## src/hw/rtl/prfl_pkg.sv

```systemverilog
`default_nettype none

package prfl_pkg;

  localparam int NUM_REGS  = 128;
  localparam int ARCH_REGS = 64;
  localparam int IDX_W     = 7;
  localparam int CNT_W     = 8;
  localparam int CYC_W     = 32;
  localparam int ROW_BITS  = 8;
  localparam int COL_W     = 3;
  localparam int NUM_ROWS  = NUM_REGS / ROW_BITS;
  localparam int ROW_W     = 4;

  localparam logic [2:0] REQ_ALLOC   = 3'd0;
  localparam logic [2:0] REQ_FREE    = 3'd1;
  localparam logic [2:0] REQ_PRODUCE = 3'd2;
  localparam logic [2:0] REQ_PENDING = 3'd3;
  localparam logic [2:0] REQ_QUERY   = 3'd4;

  typedef struct packed {
    logic [2:0]       req_type;
    logic [IDX_W-1:0] reg_index;
    logic [CYC_W-1:0] ready_at;
    logic [CYC_W-1:0] now;
  } req_t;

  typedef struct packed {
    logic             alloc_ok;
    logic [IDX_W-1:0] alloc_index;
    logic             is_ready;
    logic [CNT_W-1:0] in_use_count;
  } resp_t;

  typedef struct packed {
    logic                pending;
    logic [CYC_W-1:0]    ready_cycle;
  } ent_t;

  typedef struct packed {
    logic             we;
    logic [IDX_W-1:0] addr;
    ent_t             data;
  } ent_wr_t;

  typedef struct packed {
    logic                we;
    logic [ROW_W-1:0]    row;
    logic [ROW_BITS-1:0] word;
  } map_wr_t;

  // register 0 is never granted: it counts as used in every search
  function automatic logic [ROW_BITS-1:0] row_mask(input logic [ROW_W-1:0] row);
    logic [ROW_BITS-1:0] m;
    m = '0;
    if (row == '0) begin
      m[0] = 1'b1;
    end
    return m;
  endfunction

  function automatic logic [ROW_BITS-1:0] used_reset_row(input logic [ROW_W-1:0] row);
    logic [ROW_BITS-1:0] w;
    int k;
    w = '0;
    for (int b = 0; b < ROW_BITS; b++) begin
      k = int'(row) * ROW_BITS + b;
      w[b] = (k >= 1) && (k < ARCH_REGS);
    end
    return w;
  endfunction

endpackage

`default_nettype wire

```

## src/hw/rtl/prfl_ram.sv

```systemverilog
`default_nettype none

module prfl_ram #(
  parameter int WIDTH = 8,
  parameter int DEPTH = 16,
  localparam int AW = $clog2(DEPTH)
) (
  input  wire logic             clk,
  input  wire logic             we,
  input  wire logic [AW-1:0]    waddr,
  input  wire logic [WIDTH-1:0] wdata,
  input  wire logic [AW-1:0]    raddr,
  output logic      [WIDTH-1:0] rdata
);

  logic [WIDTH-1:0] mem [DEPTH];

  always_ff @(posedge clk) begin
    if (we) begin
      mem[waddr] <= wdata;
    end
    rdata <= mem[raddr];
  end

endmodule

`default_nettype wire

```

## src/hw/rtl/prfl_used_map.sv

```systemverilog
`default_nettype none

module prfl_used_map
  import prfl_pkg::*;
(
  input  wire logic                clk,
  input  wire logic                rst,
  input  wire logic [ROW_W-1:0]    rd_row,
  output logic      [ROW_BITS-1:0] rd_word,
  output logic      [ROW_W-1:0]    free_row,
  output logic                     any_free,
  input  wire map_wr_t             wr
);

  logic [ROW_BITS-1:0] ram_q;
  logic [NUM_ROWS-1:0] row_valid;
  logic [NUM_ROWS-1:0] full;
  logic                rd_valid;
  logic [ROW_W-1:0]    rd_row_q;

  prfl_ram #(
    .WIDTH(ROW_BITS),
    .DEPTH(NUM_ROWS)
  ) u_ram (
    .clk  (clk),
    .we   (wr.we),
    .waddr(wr.row),
    .wdata(wr.word),
    .raddr(rd_row),
    .rdata(ram_q)
  );

  always_ff @(posedge clk) begin
    if (rst) begin
      row_valid <= '0;
      for (int r = 0; r < NUM_ROWS; r++) begin
        full[r] <= &(used_reset_row(ROW_W'(r)) | row_mask(ROW_W'(r)));
      end
    end else if (wr.we) begin
      row_valid[wr.row] <= 1'b1;
      full[wr.row]      <= &(wr.word | row_mask(wr.row));
    end
    rd_valid <= row_valid[rd_row];
    rd_row_q <= rd_row;
  end

  assign rd_word = rd_valid ? ram_q : used_reset_row(rd_row_q);

  always_comb begin
    free_row = '0;
    for (int r = NUM_ROWS - 1; r >= 0; r--) begin
      if (!full[r]) begin
        free_row = ROW_W'(r);
      end
    end
  end

  assign any_free = ~&full;

endmodule

`default_nettype wire

```

## src/hw/rtl/prfl_entry_table.sv

```systemverilog
`default_nettype none

module prfl_entry_table
  import prfl_pkg::*;
(
  input  wire logic             clk,
  input  wire logic             rst,
  input  wire logic [IDX_W-1:0] rd_addr,
  output ent_t                  rd_data,
  input  wire ent_wr_t          wr
);

  ent_t                ram_q;
  logic [NUM_REGS-1:0] valid;
  logic                rd_valid;

  prfl_ram #(
    .WIDTH($bits(ent_t)),
    .DEPTH(NUM_REGS)
  ) u_ram (
    .clk  (clk),
    .we   (wr.we),
    .waddr(wr.addr),
    .wdata(wr.data),
    .raddr(rd_addr),
    .rdata(ram_q)
  );

  always_ff @(posedge clk) begin
    if (rst) begin
      valid <= '0;
    end else if (wr.we) begin
      valid[wr.addr] <= 1'b1;
    end
    rd_valid <= valid[rd_addr];
  end

  assign rd_data = rd_valid ? ram_q : '0;

endmodule

`default_nettype wire

```

## src/hw/rtl/phys_reg_free_list_scoreboard.sv

```systemverilog
`default_nettype none

// Physical register pool with ready scoreboard. A request is taken when start
// is high and busy is low. Each request first reads the used-flag map (16 rows
// of 8 flags) and the per-register entry memory, and then updates both and
// forms the answer. The answer shows on resp for exactly one cycle with done
// high, the cycle after the update; busy is low in that cycle, so the next
// request may be taken there, but never while one is still
// in progress. The receiver cannot stall: results must be taken as they
// come. Allocation grants the lowest free register from 1 upward, found
// through a per-row full summary and a search within the row read back.
// No clearing pass follows reset.
module phys_reg_free_list_scoreboard
  import prfl_pkg::*;
(
  input  wire logic clk,
  input  wire logic rst,
  input  wire logic start,
  output logic      busy,
  input  wire req_t req,
  output logic      done,
  output resp_t     resp
);

  localparam logic S_IDLE = 1'b0;
  localparam logic S_EXEC = 1'b1;

  logic                state;
  logic                accept;
  req_t                cur;
  logic [ROW_W-1:0]    alloc_row;
  logic                alloc_avail;
  logic [CNT_W-1:0]    used_total;
  logic [CNT_W-1:0]    used_total_next;

  logic [ROW_W-1:0]    map_rd_row;
  logic [ROW_BITS-1:0] map_word;
  logic [ROW_W-1:0]    free_row;
  logic                any_free;
  map_wr_t             map_wr;
  ent_t                ent_rd;
  ent_wr_t             ent_wr;

  logic [ROW_BITS-1:0] search_word;
  logic [COL_W-1:0]    free_col;
  logic                col_found;
  logic                addressable;
  logic                used_bit;
  resp_t               resp_next;

  assign busy   = (state == S_EXEC);
  assign accept = start && !busy;

  assign map_rd_row = (req.req_type == REQ_ALLOC) ? free_row : req.reg_index[IDX_W-1:COL_W];

  prfl_used_map u_map (
    .clk     (clk),
    .rst     (rst),
    .rd_row  (map_rd_row),
    .rd_word (map_word),
    .free_row(free_row),
    .any_free(any_free),
    .wr      (map_wr)
  );

  prfl_entry_table u_ent (
    .clk    (clk),
    .rst    (rst),
    .rd_addr(req.reg_index),
    .rd_data(ent_rd),
    .wr     (ent_wr)
  );

  assign search_word = map_word | row_mask(alloc_row);
  assign col_found   = ~&search_word;
  assign addressable = |cur.reg_index;
  assign used_bit    = map_word[cur.reg_index[COL_W-1:0]];

  always_comb begin
    free_col = '0;
    for (int b = ROW_BITS - 1; b >= 0; b--) begin
      if (!search_word[b]) begin
        free_col = COL_W'(b);
      end
    end
  end

  always_comb begin
    map_wr          = '0;
    ent_wr          = '0;
    used_total_next = used_total;
    resp_next       = '0;
    case (cur.req_type)
      REQ_ALLOC: begin
        if (alloc_avail && col_found) begin
          map_wr.we                = 1'b1;
          map_wr.row               = alloc_row;
          map_wr.word              = map_word | (ROW_BITS'(1) << free_col);
          ent_wr.we                = 1'b1;
          ent_wr.addr              = {alloc_row, free_col};
          ent_wr.data.pending      = 1'b1;
          used_total_next          = used_total + CNT_W'(1);
          resp_next.alloc_ok       = 1'b1;
          resp_next.alloc_index    = {alloc_row, free_col};
        end
      end
      REQ_FREE: begin
        if (addressable) begin
          map_wr.we   = 1'b1;
          map_wr.row  = cur.reg_index[IDX_W-1:COL_W];
          map_wr.word = map_word & ~(ROW_BITS'(1) << cur.reg_index[COL_W-1:0]);
          ent_wr.we   = 1'b1;
          ent_wr.addr = cur.reg_index;
          if (used_bit && used_total != '0) begin
            used_total_next = used_total - CNT_W'(1);
          end
        end
      end
      REQ_PRODUCE: begin
        if (addressable) begin
          ent_wr.we               = 1'b1;
          ent_wr.addr             = cur.reg_index;
          ent_wr.data.ready_cycle = cur.ready_at;
        end
      end
      REQ_PENDING: begin
        if (addressable) begin
          ent_wr.we               = 1'b1;
          ent_wr.addr             = cur.reg_index;
          ent_wr.data.pending     = 1'b1;
          ent_wr.data.ready_cycle = ent_rd.ready_cycle;
        end
      end
      REQ_QUERY: begin
        resp_next.is_ready = !addressable ||
                             ((ent_rd.ready_cycle <= cur.now) && !ent_rd.pending);
      end
      default: begin
      end
    endcase
    resp_next.in_use_count = used_total_next;
    if (state != S_EXEC) begin
      map_wr.we = 1'b0;
      ent_wr.we = 1'b0;
    end
  end

  always_ff @(posedge clk) begin
    if (rst) begin
      state      <= S_IDLE;
      done       <= 1'b0;
      used_total <= CNT_W'(ARCH_REGS);
    end else begin
      done <= 1'b0;
      case (state)
        S_IDLE: begin
          if (accept) begin
            state <= S_EXEC;
          end
        end
        S_EXEC: begin
          state      <= S_IDLE;
          done       <= 1'b1;
          used_total <= used_total_next;
        end
        default: begin
          state <= S_IDLE;
        end
      endcase
    end
  end

  always_ff @(posedge clk) begin
    if (accept) begin
      cur         <= req;
      alloc_row   <= free_row;
      alloc_avail <= any_free && (used_total != CNT_W'(NUM_REGS - 1));
    end
    if (state == S_EXEC) begin
      resp <= resp_next;
    end
  end

endmodule

`default_nettype wire

```

## config.mk

```make
export PLATFORM = sky130hd
export DESIGN_NAME = phys_reg_free_list_scoreboard
export DESIGN_NICKNAME = d
export VERILOG_FILES = /design/src/hw/rtl/prfl_pkg.sv /design/src/hw/rtl/prfl_ram.sv /design/src/hw/rtl/prfl_used_map.sv /design/src/hw/rtl/prfl_entry_table.sv /design/src/hw/rtl/phys_reg_free_list_scoreboard.sv
export SDC_FILE = /design/constraint.sdc
export NUM_CORES = 2
export LEC_CHECK = 0
export BUFFER_PORTS_ARGS = -buffer_cell sky130_fd_sc_hd__buf_2
export CORE_MARGIN = 2
export CORE_UTILIZATION = 55
export DETAILED_ROUTE_END_ITERATION = 8
export MAX_ROUTING_LAYER = met4
export PLACE_DENSITY_LB_ADDON = 0.05
export SLEW_MARGIN = 0
export SYNTH_ARGS = -nofsm -noshare
export SYNTH_HDL_FRONTEND = slang
export SYNTH_MEMORY_MAX_BITS = 65536
export SYNTH_SLANG_ARGS = --single-unit
```

## constraint.sdc

```tcl
create_clock -name clk -period 9.1 [get_ports clk]
set_input_delay 0.455 -clock clk [delete_from_list [all_inputs] [get_ports clk]]
set_output_delay 0.455 -clock clk [all_outputs]
set_load 0.05 [all_outputs]
```

==> metrics.txt <==
status complete, no violations; number of max-cap violations 0; Worst Path Required 9.69 ns; CP startpoint kind register; synth-to-layout area growth 13.50%; worst relative slew slack 0.07832; clock skew 0.04828 ns; vias in the first global route 85.50k; Resized Gates After CTS 0; most frequent cells in the layout 4448 x edfxtp_1, 1361 x mux4_2, 479 x clkbuf_16, 256 x mux2i_1, 240 x buf_4; Yosys cell types 69; LEAKAGE ~0.064 uW; Syn Area/Cell 23.20 um2; Crit Path Class register to register; WP data arrival around 5.7 ns; grt ovf 0; HPWL after DPL ~250000 um; Sink Count 4665; layout cells sized above 1 0.3024; Setup crit end kind register; final-stage net count 8338; post-synthesis cell area around 180000 um2; Die X 574.1 um; VDD IR-drop max 185.7 uV; htree depth 5; # hold bufs at CTS 72; DR DRC count 0; row count 209; Worst-Skew Late Latency 0.99 ns; # setup viols final 0; fin util 0.6267; Wirelength per Cell approximately 36 um; Ports 96; initial detailed-routing violation count 11.23k; CTS tree done; yosys warns 0; gr usage total 0.2893; setup TNS 0 ns; pin count of the biggest net entering global routing 129; GP Congestion roughly 0.87; Worst-path clk slew approximately 0.060 ns; die area 329600 um2; Slew Limit Fails 0; global-route wire length before repair 649000 um; Clock Tree Buf Depth 4; Min-Delay Path Class primary input to register; Die Y about 570 um; area of the core approximately 320000 um2; pwr dens about 220 nW/um2; placed insts 12.01k; Synth area leader edfxtp_1; CP Max Fanout 21; Post CTS Setup Buffer Count 0; number of synthesized flops with an enable pin about 4.4k; ranking of synthesized cells by area edfxtp_1 75%, mux4_2 17%, dfxtp_1 2.4%; sequential element share of the synthesized area 0.7716; post-DR vias/cell 6.514; commonest non-fill, non-tap cell in the layout edfxtp_1; Synth Register Bits 4665; post-synth top area share 0.7473; Fin. Hold Viols 0; drt pass-1 iters 6; fin crit period ~5 ns; Starting Density 0.5521; WL final 460500 um; CTS Buf Count 469; main flop type after synthesis edfxtp_1; crit share post-route 0.5661; root buffer cell clkbuf_16; Non-Filler Instances between 10k and 15k; Worst Tran Pin Value 1.383 ns; Port Buffer Count 95; total number of vias 84.40k; Antenna Nets Post-Route 0; Fmax 0.1941 GHz; cell count after synthesis 7703; RSZ-0062 raised after global routing false; initial antenna violation count 24; FFs w/ async S/R, synth 0
## metal layers
layer  wire (um)  GRT usage  vias to the layer above
met5           0          -                        -
met4       13680    0.08261                        0
met2      223300     0.4449                     3855
li1            -          -                    33974
met3       39500    0.05304                      629
met1      184100     0.4031                    45942
## registers in the layout, summed over array words and instances, names as in the netlist, 16 cells and up
signal	cells
resp	17
u_map.full	16
u_map.u_ram.mem	128
u_ent.valid	128
u_map.row_valid	16
cur	74
u_ent.u_ram.rdata	33
u_ent.u_ram.mem	4224
## metrics by stage
stage	worst slack [ns]	cell area (um2)	hold slack [ns]	power, uW
final	3.948	202900	0.06778	44770
after global routing	3.789	202900	0.04776	45970
after CTS	4.093	202800	0.0002064	45070
after detailed placement	4.141	186700	0.4434	25890
after global placement	4.214	186700	0.4394	25880
after floorplan	3.964	178900	0.4271	25090
## final cells by class
class | count | area [um2]
clock inverter | 277 | 2838
clock buffer | 590 | 12600
sequential | 4665 | 137900
multi-input combinational | 2605 | 40360
timing repair buffer | 429 | 3508
inverter | 56 | 212.7
tap | 4325 | 5411
antenna | 9 | 22.52
fill | 21929 | 120900
## synth_stat cells, types with 14 or more instances
library cell	instances
nand2_1	96
clkbuf_1	214
nand3_1	19
o2bb2ai_1	48
buf_2	107
edfxtp_1	4448
nand4_1	17
nor2b_1	14
a22oi_1	49
buf_1	85
ha_1	35
mux4_2	1361
a22o_1	34
inv_1	53
o21ai_0	30
o21a_1	51
nor2_1	308
dfxtp_1	217
a21oi_1	35
mux2i_1	256
and2_1	44
a221oi_1	38
## where the power goes
part	internal, uW	switching [uW]
clock network	11300	8050
registers	23400	66.4
logic	809	1220
total	35400	9340
## kinds of logic after synthesis
family	after synthesis	synth area share
other cells	1	0.00002098
compound gates	352	0.01487
mux	1622	0.1861
buf+inv	465	0.01060
flops	4665	0.7716
fa+ha+maj	35	0.002450
simple gates	554	0.01389
xor+xnor	9	0.0004410
## final timing paths
check	startpoint	end	slack (ns)	cells after the start
worst max-delay path	u_map.rd_valid$_DFF_P_	u_ent.u_ram.mem[115][1]$_DFFE_PP_	3.95	9
worst min-delay path	req[65]	cur[65]$_DFFE_PP_	0.07	1
worst max register to register	u_map.rd_valid$_DFF_P_	u_ent.u_ram.mem[115][1]$_DFFE_PP_	3.95	9
worst min register to register	u_ent.valid[50]$_SDFFE_PP0P_	u_ent.valid[50]$_SDFFE_PP0P_	0.46	1
## critical path, stage by stage, from the launching register on
cell	delay, ns
dfxtp_1	0.71
nor2_1	0.28
a31oi_1	0.63
o21ai_2	0.37
inv_2	0.23
a32o_1	0.37
nand3_2	0.50
buf_4	0.56
nor2_4	0.59
buf_4	0.50
(Power assumes the default switching activity.)
